`config.mk`:
```
export PLATFORM = sky130hd
export DESIGN_NAME = sinco_front
export DESIGN_NICKNAME = d
export VERILOG_FILES = /design/src/sv/sinco_pkg.sv /design/src/sv/sinco_front.sv
export SDC_FILE = /design/constraint.sdc
export NUM_CORES = 1
export LEC_CHECK = 0
export ABC_AREA = 1
export CORE_UTILIZATION = 65
export DETAILED_ROUTE_END_ITERATION = 16
export DONT_BUFFER_PORTS = 1
export GPL_TIMING_DRIVEN = 0
export PLACE_DENSITY = 0.81
export SLEW_MARGIN = 0
export SYNTH_ARGS = -nofsm -noshare
export SYNTH_HDL_FRONTEND = slang
export SYNTH_SLANG_ARGS = --single-unit
```
`constraint.sdc`:
```
create_clock -name clk -period 2.7 [get_ports clk]
set_clock_uncertainty 0.1 [all_clocks]
set_input_delay 0.54 -clock clk [delete_from_list [all_inputs] [get_ports clk]]
set_output_delay 0.54 -clock clk [all_outputs]
set_load 0.02 [all_outputs]
```
`src/sv/sinco_pkg.sv`:
```
package sinco_pkg;

    localparam int unsigned PHASE_BITS_DEF      = 32;
    localparam int unsigned TABLE_ADDR_BITS_DEF = 10;
    localparam int unsigned SAMPLE_BITS_DEF     = 16;

    localparam int unsigned INC_BITS  = 32;
    localparam int unsigned AMP_BITS  = 16;
    localparam int unsigned CFG_BITS  = 32;
    localparam int unsigned TAB_W     = 15;
    localparam int unsigned PROD_FRAC = 30;

    localparam logic [INC_BITS-1:0] INC_RESET = 32'd42852281;
    localparam logic [AMP_BITS-1:0] AMP_RESET = 16'd16384;
    localparam logic [AMP_BITS-1:0] AMP_FULL  = 16'd32768;

    localparam logic [63:0] HALF_PI_Q30 = 64'd1686629713;

    localparam int unsigned FIFO_DEPTH    = 4;
    localparam int unsigned FIFO_AW       = $clog2(FIFO_DEPTH);
    localparam int unsigned FIFO_CNT_BITS = $clog2(FIFO_DEPTH + 1);

    typedef enum logic
    {
        CFG_PHASE_INCREMENT = 1'b0,
        CFG_AMPLITUDE       = 1'b1
    } cfg_index_t;

    typedef struct packed
    {
        logic                     full;
        logic                     empty;
        logic [FIFO_CNT_BITS-1:0] count;
    } fifo_status_t;

    typedef struct packed
    {
        logic tbl_ready;
    } back_status_t;

    // sin(pi/2 * idx / 2^abits) in unsigned Q0.15, Q30 Taylor series through x^15
    function automatic logic [TAB_W-1:0] quarter_entry(input int unsigned idx,
                                                       input int unsigned abits);
        logic [63:0] x;
        logic [63:0] x2;
        logic [63:0] term;
        logic [63:0] sum;
        logic [63:0] q15;
        x    = (HALF_PI_Q30 * 64'(idx) + (64'd1 << (abits - 1))) >> abits;
        x2   = (x * x) >> 30;
        term = x;
        sum  = x;
        term = ((term * x2) >> 30) / 64'd6;
        sum  = sum - term;
        term = ((term * x2) >> 30) / 64'd20;
        sum  = sum + term;
        term = ((term * x2) >> 30) / 64'd42;
        sum  = sum - term;
        term = ((term * x2) >> 30) / 64'd72;
        sum  = sum + term;
        term = ((term * x2) >> 30) / 64'd110;
        sum  = sum - term;
        term = ((term * x2) >> 30) / 64'd156;
        sum  = sum + term;
        term = ((term * x2) >> 30) / 64'd210;
        sum  = sum - term;
        q15  = (sum + 64'd16384) >> 15;
        if (q15 > 64'd32767)
        begin
            q15 = 64'd32767;
        end
        return q15[TAB_W-1:0];
    endfunction

endpackage

```
`src/sv/sinco_front.sv`:
```
module sinco_front
    import sinco_pkg::*;
#(
    parameter int unsigned PHASE_BITS      = PHASE_BITS_DEF,
    parameter int unsigned TABLE_ADDR_BITS = TABLE_ADDR_BITS_DEF,
    localparam int unsigned EW             = TABLE_ADDR_BITS + 2
)
(
    input  logic                clk,
    input  logic                rst_n,
    input  logic                tick_valid,
    output logic                tick_stall,
    input  logic                phase_reset,
    input  logic [INC_BITS-1:0] phase_inc,
    input  fifo_status_t        fifo_status,
    input  back_status_t        back_status,
    output logic                push,
    output logic [EW-1:0]       push_data
);

    localparam int unsigned A = TABLE_ADDR_BITS;

    logic [PHASE_BITS-1:0] phase_reg;
    logic [PHASE_BITS-1:0] phase_next;
    logic [PHASE_BITS-1:0] phase_cur;
    logic [1:0]            quad;
    logic [A-1:0]          addr;
    logic [A:0]            taddr;

    assign tick_stall = fifo_status.full || !back_status.tbl_ready;
    assign push       = tick_valid && !tick_stall;

    assign phase_cur  = phase_reset ? '0 : phase_reg;
    assign phase_next = phase_cur + PHASE_BITS'(phase_inc);
    assign quad       = phase_cur[PHASE_BITS-1 -: 2];
    assign addr       = phase_cur[PHASE_BITS-3 -: A];
    assign taddr      = quad[0] ? ((A+1)'(1) << A) - {1'b0, addr} : {1'b0, addr};
    assign push_data  = {quad[1], taddr};

    always_ff @(posedge clk or negedge rst_n)
    begin
        if (!rst_n)
        begin
            phase_reg <= '0;
        end
        else if (push)
        begin
            phase_reg <= phase_next;
        end
    end

endmodule

```
Word level (Yosys, flattened, before mapping)
Cells that the tools add are included.

storage, ports and cells
  flip-flop bits (word level) = 32
  word-level logic and storage cells = 9
  input bits = 42

operators by class
  reductions and logical operators = 4
  add/subtract/negate cells = 2
  muxes and demuxes = 2

operators by type and width
  kind                                                                   number
  32-bit adder                                                           1
  32-bit two-way mux                                                     1
  11-bit two-way mux                                                     1
  11-bit by 10-bit subtractor with 11-bit output (first input constant)  1
  1-bit zero test                                                        2
  1-bit logical AND                                                      1
  1-bit logical OR                                                       1

Longest topological paths before layout
  depth after elaboration = 4
  depth in mapped cells = 17

Least setup slack after synthesis
No wires, ideal clock.

  kind = input-to-reg
  start point = input phase_reset
  end point = register phase_reg[16]
  data required time = 2468 ps
  arrival = 2525 ps
  stages on the path = 14
  path slack = -58 ps
  library setup time = 132 ps
  cells stage by stage = buf_6 -> clkbuf_1 -> nor2_1 -> ha_1 -> fa_1 -> nand3_1 -> nand3_1 -> nand2_1 -> nand3_1 -> nand2_1 -> nand2_1 -> or2_2 -> nand3_1 -> o21ai_0

between the ends
  longest elaborated chain between the ends = 2

ends and longest elaborated chain
  item                    RTL line           source
  start: declaration      sinco_front.sv:13  input logic phase_reset,
  32-bit two-way mux      sinco_front.sv:33  assign phase_cur = phase_reset ? '0 : phase_reg;
  32-bit adder            sinco_front.sv:34  assign phase_next = phase_cur + PHASE_BITS'(phase_inc);
  end signal: assignment  sinco_front.sv:48  phase_reg <= phase_next;
  end: declaration        sinco_front.sv:23  logic [PHASE_BITS-1:0] phase_reg;

Every way passes these cells.
A chain may end at the register's enable or synchronous reset.

Worst setup path after layout
  start point = register phase_reg[20]
  end point = output push_data[9]

between the ends
  longest elaborated chain between the ends = 3

ends and longest elaborated chain
  item                                            RTL line           source
  32-bit two-way mux                              sinco_front.sv:33
  11-bit by 10-bit subtractor with 11-bit output  sinco_front.sv:37  assign taddr = quad[0] ? ((A+1)'(1) << A) - {1'b0, addr} : {1'b0, addr};
  11-bit two-way mux                              sinco_front.sv:37
  end: declaration                                sinco_front.sv:18  output logic [EW-1:0] push_data

Every way passes these cells.

==> flow_summary_export.csv <==
group,metric,value,unit
clocking,clock-root-buffer,"clkbuf_8",
detailed_routing,drtAntennaViolNets,0,
worst_setup_path,slowest_stage,"dfrtp_2",
layout,areaGrowthSynthToFinish,8.44,%
worst_setup_path,cp_cell_sequence,"nand2_2, inv_2, nor2_2, nand2_1, nor2_2, nand2_2, nor2_4, a31oi_1, xor2_2",
worst_setup_path,timing.critical_path.to_type,"primary output",
clocking,clkTransAtPathRegs,90,ps
layout,inserted_diodes,0,
worst_setup_path,critPathLaunchType,"register",
clocking,clk-insertion-delay-late,300,ps
floorplan,die_area,0.00631,mm²
placement,place_inst,734,
power_and_ir_drop,pwr_total,2700,µW
worst_hold_path,worstHoldPathType,"reg -> reg",
timing,min_period_over_period,97.2,%
global_route,use_met1,49.3,%
logic_synthesis,synth_warnings,0,
logic_synthesis,syn-mean-instance-area,5.89,µm²
layout,multi_input_area,0.00265,mm²
power_and_ir_drop,power_leakage,0.00235,µW
floorplan,design.portCount,56,
job,reported_max_cap_violation_count,0,
timing,max_slew_margin,53.7,%
worst_setup_path,worst_ep_arrival_time,1980,ps
placement,detailed_place.area,0.00399,mm²
global_route,leftover_overflow_at_the_end_of_global_routing,0,
floorplan,rows,27,
global_route,overall_track_demand_over_capacity_in_global_routing,35.4,%
clocking,cts_max_path_buffers,2,
detailed_routing,avgViaCountPerCell,5.55,
logic_synthesis,ys_ff_latch,32,
timing,setup_viol,0,
detailed_routing,route.vias.total,4133,
layout,fin_util,74.9,%
global_route,grt_start_max_net_pins,33,
logic_synthesis,synth_cell_types,36,
clocking,cts.htree.levels,2,
layout,layout-drive-gt1-share,9.06,%
detailed_routing,drt-total-wl,10.7,mm
logic_synthesis,synthCells,662,
floorplan,chipWidth,79.4,µm
layout,area.sequential,802,µm²
layout,final_non_filler_cell_area,0.00423,mm²
logic_synthesis,synth.yosys.seq_area_share,20.5,%
logic_synthesis,synth_fp_nets,733,
worst_setup_path,max_stage_delay_on_crit_path,450,ps
detailed_routing,detailedRoute.firstIterationViolations,313,
timing,max_freq,0.381,GHz
timing,period_minus_slack,2620,ps
logic_synthesis,synthTopCellsByArea,"nand2_1 (22%), dfrtp_1 (21%), inv_1 (11%)",
timing,worst_pin_slew,694,ps
worst_setup_path,timing_worst_setup_path_type,"reg -> out",
layout,largest_register_ffs,32,
floorplan,placeableCoreArea,0.00564,mm²
global_route,grtUsageMet3,6.17,%
detailed_routing,iteration_count_of_the_initial_detailed_routing_pass,5,
floorplan,die_h,79.4,µm
layout,finish.net_count,743,
clocking,tritoncts,"yes",
global_route,grt_first_pass_wirelength,17.1,mm
clocking,cts.sink_count,32,
power_and_ir_drop,power.ir.vdd_worst,0.416,mV
timing,finalSetupTns,0,ps
detailed_routing,detail_route.drc_violations,0,
layout,final_cells,745,
timing,timing_max_transition_violations_final,0,
placement,dpl.hpwl,8.61,mm
placement,port_buffer_count,0,
placement,gpl.final_weighted_congestion,0.970,
layout,layout_commonest_cell,"nand2_1",
clocking,cts_made_buffers,5,
worst_setup_path,critical_path_required,2060,ps
logic_synthesis,synth.largest_area_cell,"nand2_1",
outcome,status,"completed",
timing,grt_setup_unrepaired,"true",
layout,fill_cells,484,
power_and_ir_drop,power_density,638,mW/mm²
layout,most-common-layout-cells,"nand2_1 (225), inv_1 (110), nor2_1 (75)",
timing,finalHoldViolCount,0,
logic_synthesis,post-synth-top-area-fraction,21.8,%
logic_synthesis,syn-cell-area,0.00390,mm²
global_route,grt-busiest-layer,"met2",
global_route,grt_antenna_before_repair,0,
floorplan,initial_utilization,69.1,%
global_route,first_global_vias,3735,
global_route,gr-usage-met2,56.9,%
worst_setup_path,largest_driver_fanout_on_the_critical_path,5,
detailed_routing,drt-wirelength-per-cell,14.4,µm
[per-stage QoR]
step | setup WS (ps) | hold slack [ps]
3_5_place_dp | -474 | 145
2_1_floorplan | 53.3 | 144
5_1_grt | -10.4 | 425
6_report | 76.9 | 388
3_3_place_gp | -420 | 145
4_1_cts | 0.709 | 393
[synthesized netlist by cell type]
cell type  instances
nor3_1             8
nand4_1           11
nand2_4            4
buf_6              1
ha_1              28
buf_2              1
nor2_2             6
nor2_1            75
o211ai_1           1
o21bai_1           5
a31oi_1            2
or2_2              4
a21oi_2            1
fa_1               1
nand2_2            6
inv_2              1
nor2_4             4
buf_8              1
clkinv_1           1
and2_1             1
buf_1              1
nand2_1          226
nand3_1           45
nand3_2            4
nor4_2             1
inv_1            111
o21ai_0           23
xnor2_1            7
a21oi_1           25
xor2_1             5
clkbuf_1           6
dfrtp_1           32
nand3_4            3
inv_6              1
o22ai_1            7
o21ai_1            3
[what timing repair did]
action,CTS,global route
hold buffers,2,0
pin swaps,1,1
setup buffers,0,1
setup endpoints to repair,9,11
endpoints found under the hold margin,32,0
resized for setup,10,11
[power breakdown]
part	leakage, µW	total (µW)	internal (µW)	switching [µW]
registers	0.000395	722	622	99.9
clock network	0.0000645	526	326	200
logic	0.00189	1450	485	964
[critical path, delay by kind of cell (launching register included)]
kind                   cells  cell delay, ps
buffers and inverters      1              80
AO/OA/AOI/OAI              1             150
flip-flops                 1             450
XOR/XNOR                   1             290
AND/OR/NAND/NOR            6             700
[layout make-up]
type | count | area share [%]
flip-flops and latches | 32 | 19.0
well taps | 72 | 2.13
multi-input cells | 506 | 62.8
inverters | 114 | 10.3
plain buffers | 10 | 1.63
repair buffers | 3 | 1.18
clock buffers | 7 | 2.28
clock inverters | 1 | 0.710
[cell families after synthesis]
logic type      Yosys count  synth area share, %
simple gates            398                 45.3
buf+inv                 124                 12.6
compound gates           67                 9.37
flops                    32                 20.5
fa+ha+maj                29                 9.50
xor+xnor                 12                 2.70
[final timing paths]
path,from,cells past startpoint,slack [ps],end
min in group asynchronous,rst_n,2,600,phase_reg[10]
worst min-delay path,phase_reg[2],2,390,phase_reg[2]
worst min register to register,phase_reg[2],2,390,phase_reg[2]
worst max register to register,phase_reg[0],13,240,phase_reg[16]
max in group asynchronous,rst_n,2,1700,phase_reg[28]
worst max-delay path,phase_reg[20],9,80,push_data[9]
[layer usage]
metal / part of all wire [%] / up-vias
li1: - / 2094
met1: 48 / 1895
met2: 45 / 133
met3: 6.7 / 11
met4: 0.83 / 0
met5: 0 / -
Power figures use the tool's default switching activity.
