**src/sv/sinco_pkg.sv**
```systemverilog
package sinco_pkg;

    localparam int unsigned PHASE_BITS_DEF      = 32;
    localparam int unsigned TABLE_ADDR_BITS_DEF = 10;
    localparam int unsigned SAMPLE_BITS_DEF     = 16;

    localparam int unsigned INC_BITS  = 32;
    localparam int unsigned AMP_BITS  = 16;
    localparam int unsigned CFG_BITS  = 32;
    localparam int unsigned TAB_W     = 15;
    localparam int unsigned PROD_FRAC = 30;

    localparam logic [INC_BITS-1:0] INC_RESET = 32'd42852281;
    localparam logic [AMP_BITS-1:0] AMP_RESET = 16'd16384;
    localparam logic [AMP_BITS-1:0] AMP_FULL  = 16'd32768;

    localparam logic [63:0] HALF_PI_Q30 = 64'd1686629713;

    localparam int unsigned FIFO_DEPTH    = 4;
    localparam int unsigned FIFO_AW       = $clog2(FIFO_DEPTH);
    localparam int unsigned FIFO_CNT_BITS = $clog2(FIFO_DEPTH + 1);

    typedef enum logic
    {
        CFG_PHASE_INCREMENT = 1'b0,
        CFG_AMPLITUDE       = 1'b1
    } cfg_index_t;

    typedef struct packed
    {
        logic                     full;
        logic                     empty;
        logic [FIFO_CNT_BITS-1:0] count;
    } fifo_status_t;

    typedef struct packed
    {
        logic tbl_ready;
    } back_status_t;

    // sin(pi/2 * idx / 2^abits) in unsigned Q0.15, Q30 Taylor series through x^15
    function automatic logic [TAB_W-1:0] quarter_entry(input int unsigned idx,
                                                       input int unsigned abits);
        logic [63:0] x;
        logic [63:0] x2;
        logic [63:0] term;
        logic [63:0] sum;
        logic [63:0] q15;
        x    = (HALF_PI_Q30 * 64'(idx) + (64'd1 << (abits - 1))) >> abits;
        x2   = (x * x) >> 30;
        term = x;
        sum  = x;
        term = ((term * x2) >> 30) / 64'd6;
        sum  = sum - term;
        term = ((term * x2) >> 30) / 64'd20;
        sum  = sum + term;
        term = ((term * x2) >> 30) / 64'd42;
        sum  = sum - term;
        term = ((term * x2) >> 30) / 64'd72;
        sum  = sum + term;
        term = ((term * x2) >> 30) / 64'd110;
        sum  = sum - term;
        term = ((term * x2) >> 30) / 64'd156;
        sum  = sum + term;
        term = ((term * x2) >> 30) / 64'd210;
        sum  = sum - term;
        q15  = (sum + 64'd16384) >> 15;
        if (q15 > 64'd32767)
        begin
            q15 = 64'd32767;
        end
        return q15[TAB_W-1:0];
    endfunction

endpackage

```
**src/sv/sinco_fifo.sv**
```systemverilog
module sinco_fifo
    import sinco_pkg::*;
#(
    parameter int unsigned WIDTH = 12
)
(
    input  logic             clk,
    input  logic             rst_n,
    input  logic             push,
    input  logic [WIDTH-1:0] push_data,
    input  logic             pop,
    output logic [WIDTH-1:0] pop_data,
    output fifo_status_t     status
);

    logic [WIDTH-1:0]         mem_reg [FIFO_DEPTH];
    logic [FIFO_AW-1:0]       wr_ptr_reg;
    logic [FIFO_AW-1:0]       rd_ptr_reg;
    logic [FIFO_CNT_BITS-1:0] count_reg;
    logic [FIFO_CNT_BITS-1:0] count_next;

    always_comb
    begin
        count_next = count_reg;
        case ({push, pop})
            2'b10:   count_next = count_reg + FIFO_CNT_BITS'(1);
            2'b01:   count_next = count_reg - FIFO_CNT_BITS'(1);
            default: count_next = count_reg;
        endcase
    end

    always_ff @(posedge clk or negedge rst_n)
    begin
        if (!rst_n)
        begin
            wr_ptr_reg <= '0;
            rd_ptr_reg <= '0;
            count_reg  <= '0;
        end
        else
        begin
            if (push)
            begin
                wr_ptr_reg <= wr_ptr_reg + FIFO_AW'(1);
            end
            if (pop)
            begin
                rd_ptr_reg <= rd_ptr_reg + FIFO_AW'(1);
            end
            count_reg <= count_next;
        end
    end

    always_ff @(posedge clk)
    begin
        if (push)
        begin
            mem_reg[wr_ptr_reg] <= push_data;
        end
    end

    assign pop_data     = mem_reg[rd_ptr_reg];
    assign status.full  = (count_reg == FIFO_CNT_BITS'(FIFO_DEPTH));
    assign status.empty = (count_reg == '0);
    assign status.count = count_reg;

endmodule

```
**config.mk**
```make
export PLATFORM = sky130hd
export DESIGN_NAME = sinco_fifo
export DESIGN_NICKNAME = d
export VERILOG_FILES = /design/src/sv/sinco_pkg.sv /design/src/sv/sinco_fifo.sv
export SDC_FILE = /design/constraint.sdc
export NUM_CORES = 1
export LEC_CHECK = 0
export CORE_UTILIZATION = 32
export DETAILED_ROUTE_END_ITERATION = 6
export DONT_BUFFER_PORTS = 1
export GPL_ROUTABILITY_DRIVEN = 1
export PLACE_DENSITY = 0.43
export SLEW_MARGIN = 30
export SYNTH_ARGS = -nofsm -noshare
export SYNTH_HDL_FRONTEND = slang
export SYNTH_SLANG_ARGS = --single-unit
```
**constraint.sdc**
```tcl
create_clock -name clk -period 1.7 [get_ports clk]
set_clock_uncertainty 0.1 [all_clocks]
set_input_delay 0.425 -clock clk [delete_from_list [all_inputs] [get_ports clk]]
set_output_delay 0.425 -clock clk [all_outputs]
set_load 0.05 [all_outputs]
```
[After elaboration in Yosys (flattened, before gate mapping)]
Memories as Yosys holds them, arrays and structs flattened.
Index checks and enable logic that the tools add are counted.
Storage, ports and cells
  logic and storage cells: 16
  register bits after elaboration: 7
  output and inout bits: 17
  RAM bits: 48
  memories kept: 1
  bits of input ports: 16
Cells by class
  multiplexer cells: 3
  equal/unequal tests: 3
  reductions and logical operators: 2
  add/subtract/negate cells: 4
Memories
  mem_reg: words 4, bits a word 12, rd ports 1, clocked after memory_dff 0, wr ports 1, line sinco_fifo.sv:16  | logic [WIDTH-1:0] mem_reg [FIFO_DEPTH];
Operators with widths (count)
  3-bit one-hot mux with 2 select lines: 1
  2-bit by 1-bit adder with 2-bit output, second input constant: 2
  3-bit by 1-bit adder with 3-bit output, second input constant: 1
  3-bit equality test, second input constant: 1
  3-bit logical NOT: 1
  3-bit by 1-bit subtractor with 3-bit output, second input constant: 1
  2-bit by 1-bit equality test with 1-bit output, second input constant: 1
  2-bit equality test, second input constant: 1
  1-bit 2-to-1 mux: 2
  2-bit nonzero test: 1

[Longest topological paths before layout]
  word-level depth: 2
  gate-level depth with buffers: 7
  mapped depth without buffers: 7

[Least setup slack after synthesis]
OpenSTA, ideal clock, no wires.
  path kind: flip-flop to output port
  from: register count_reg[0]
  to: output port status[3] in the netlist's numbering
  buffers on the path: 0
  data required time: 1.175 ns
  data arrival time: 1.744 ns
  cell stages (with the launch flop): 2
  slack: -0.569 ns
  cells stage by stage: dfrtp_1 nor3_1
RTL lines
  start, declared: line sinco_fifo.sv:19  | logic [FIFO_CNT_BITS-1:0] count_reg;
  start signal, assigned: line sinco_fifo.sv:50  | count_reg <= count_next;
  end, declared: line sinco_fifo.sv:13  | output fifo_status_t status

[Worst setup path after layout]
  from: register rd_ptr_reg[0]
  to: output port pop_data[8]
On the way
  longest elaborated chain between the ends: 1
RTL lines
  start, declared: line sinco_fifo.sv:18  | logic [FIFO_AW-1:0] rd_ptr_reg;
  start signal, assigned: line sinco_fifo.sv:48  | rd_ptr_reg <= rd_ptr_reg + FIFO_AW'(1);
  memory read 4 x 12 bit
  end, declared: line sinco_fifo.sv:12  | output logic [WIDTH-1:0] pop_data,
No other way between the ends.

==> impl_metrics.yaml <==
status:
  status: "complete, but fails checks"
  violations: "negative setup slack"
worst_setup_path:
  chain_of_cells_forming_the_critical_path: "buf_12 > mux4_2"
  crit_required_ns: 1.17
  timing.critical_path.arrival_ns: 1.57
  cp_slowest_stage_delay_ns: 0.67
  worst_path_max_delay_cell: "mux4_2"
  regToRegSetupSlack_ns: 0.21
  worstReg2RegEnd: "count_reg[2]"
  criticalPathCategory: "reg2out"
  setup.worst_path.start_class: "register"
  cp_max_fo: 9
  endpoint_kind: "output port"
  r2r.worst_path.cells: 5
  worst_r2r_startpoint: "count_reg[0]"
clock_tree:
  post_cts_buffers: 0
  clk_path_buf_depth: 2
  clk_pin_slew_ns: 0.10
  worst_skew_pair_latency_ns: 0.30
  cts-root-buf: "clkbuf_8"
  htreeDepth: 2
  clkSinkCount: 55
  tritoncts_clock_tree: "built"
  numCtsBuffers: 5
timing:
  final_min_period_over_clock_period_pct: 123
  worst_slew_pin_slew_ns: 0.348
  fmax_ghz: 0.478
  fin_ws_ns: -0.391
  finalHoldViolCount: 0
  post-route-min-period_ns: 2.09
  finalSetupViolations: 12
  slew-limit-headroom_pct: 76.8
  rsz0062_at_grt: "true"
  finalMaxSlewViolations: 0
pwr:
  pwr-share-comb_pct: 44.9
  design_power_total_w: 0.00480
  power.ir.vdd_worst_mv: 0.573
  pwr-share-clk_pct: 14.9
  share_seq_of_total_power_pct: 40.3
  cell_internal_pwr_w: 0.00279
  power_per_cell_area_nw_per_um2: 1950
  leakage_power_nw: 0.853
  sw_frac_of_total_pct: 41.9
  total_net_switching_power_w: 0.00201
grt:
  global_route.usage.total_pct: 11.6
  first_global_vias: 1024
  grt_start_max_net_pins: 18
  grt-ovfl-total: 0
  grt_antenna_before_repair: 0
  grt_first_pass_wirelength_um: 5840
detailed_routing:
  ant_nets: 0
  route.detailed.wl_per_inst_um: 18.6
  detail_route.drc_violations: 0
  first_pass_iters: 4
  routed_wl_um: 3670
  drt_iter0_markers: 67
  vias_per_cell: 4.78
  vias: 942
synthesis:
  mappedNetlistNets: 122
  netlist.top_cell.by_area: "edfxtp_1"
  gate_count_of_the_mapped_netlist: 100
  synth.ff_latch_count: 55
  synth_cell_type_count: 18
  post_synth_instance_area_um2: 2160
  syn_avg_cell_area_um2: 21.6
  synthTopCellsByArea: "edfxtp_1 67%, mux4_2 8.4%, dfrtp_1 8.1%, mux4_1 4.9%, ha_1 2.9%"
  synth.top_cell.area_share_pct: 66.8
  synth-seq-area-share_pct: 74.9
  yosys_warnings: 0
run:
  maxCapViolations: 0
floorplan:
  placeable_area_um2: 6420
  dieArea_um2: 7070
  die_w_um: 84.1
  num_io_pins: 33
  std_cell_rows: 29
  start_util_pct: 33.6
  y_dimension_of_the_die_um: 84.1
finish:
  drive_gt1_share_pct: 35.0
  final_cell_mix: "48 x edfxtp_1, 12 x mux4_2, 10 x buf_4, 5 x ha_1, 5 x clkbuf_8"
  fillerInstances: 572
  areaGrowthSynthToFinish_pct: 14.1
  layout_utilization_pct: 38.3
  insertedDiodeCount: 0
  number_of_nets_in_the_layout: 141
  flip_flop_count_of_the_largest_register_all_copies_and_words_added: 48
  area_used_by_multi_input_combinational_logic_um2: 478
  final-seq-area_um2: 1620
  layout.cells.most_common: "edfxtp_1"
worst_hold_path:
  whs_endpoint: "rd_ptr_reg[0]"
  hp-start: "pop"
  timing.hold.worst.class: "in2reg"
  worstHoldPathCells: 1
placement:
  buffer_ports.inserted: 0
  place.gp.congestion: 0.770
  place_ws_ns: -0.0592
-- routing by layer --
| layer | up-vias | GRT usage [%] | share of wire (%) |
|---|---|---|---|
| li1 | 423 | - | - |
| met1 | 487 | 13.8 | 39 |
| met2 | 26 | 19.2 | 52 |
| met3 | 6 | 4.55 | 6.7 |
| met4 | 0 | 4.23 | 1.6 |
| met5 | - | 0 | 0 |
-- per-stage QoR --
step / std cells / setup TNS (ns) / area [um2] / hold slack, ns
after floorplan: 100 / -0.645 / 2150 / 0.0294
after global placement: 188 / -0.475 / 2350 / 0.0296
after detailed placement: 188 / -0.634 / 2350 / 0.0295
after CTS: 197 / -4.87 / 2450 / 0.0885
after global routing: 197 / -5.38 / 2460 / 0.0764
final: 197 / -4.62 / 2460 / 0.0995
-- critical path: cells and delay by family (launching register included) --
| family | cells | cell delay, ns |
|---|---|---|
| flops | 1 | 0.41 |
| buf+inv | 1 | 0.17 |
| mux | 1 | 0.67 |
-- layout make-up --
| type | count | share of cell area [%] |
|---|---|---|
| clock inverters | 3 | 0.763 |
| clock buffers | 5 | 2.80 |
| well taps | 77 | 3.91 |
| repair buffers | 15 | 6.35 |
| inverters | 6 | 0.915 |
| flip-flops and latches | 55 | 65.8 |
| multi-input cells | 36 | 19.4 |
-- how the worst max path moves through the flow --
stage / start / endpoint
after floorplan: count_reg[2] / status[3]
after global placement: rd_ptr_reg[0] / pop_data[3]
after detailed placement: rd_ptr_reg[0] / pop_data[1]
after CTS: rd_ptr_reg[0] / pop_data[1]
after global routing: rd_ptr_reg[0] / pop_data[6]
final: rd_ptr_reg[0] / pop_data[8]
-- logic make-up (layout without fill, tap and decap cells) --
| logic type | Yosys count | after routing | share of synthesized area, % |
|---|---|---|---|
| buffers and inverters | 9 | 29 | 2.73 |
| muxes | 12 | 12 | 13.2 |
| adders and majority gates | 6 | 6 | 3.83 |
| xor gates and xnor gates | 6 | 6 | 2.44 |
| and+or+nand+nor | 10 | 10 | 2.38 |
| DFF | 55 | 55 | 74.9 |
| AOI/OAI and AO/OA | 2 | 2 | 0.464 |
-- power groups by stage --
stage | combinational, W | clock [W] | sequential [W]
floorplan | 0.00158 | 0 | 0.00206
global placement | 0.00213 | 0 | 0.00194
detailed placement | 0.00216 | 0 | 0.00196
CTS | 0.00218 | 0.000743 | 0.00193
global route | 0.00227 | 0.000789 | 0.00197
finish | 0.00215 | 0.000713 | 0.00193
-- cells in the mapped netlist (all sizes together) --
cell	n
and2	4
and3	1
buf	3
dfrtp	7
edfxtp	48
fa	1
ha	5
inv	6
mux4	12
nand2	3
nor2	1
nor3	1
o21ai	2
xnor2	2
xor2	4
-- what timing repair did --
item                                    4_1_cts  5_1_grt
resized for setup                             1        5
pin swaps                                     0        1
hold buffers                                  1        0
endpoints found under the hold margin         7        0
endpoints found under the setup margin       13       26
No activity file was read; power rests on OpenSTA's default activity.
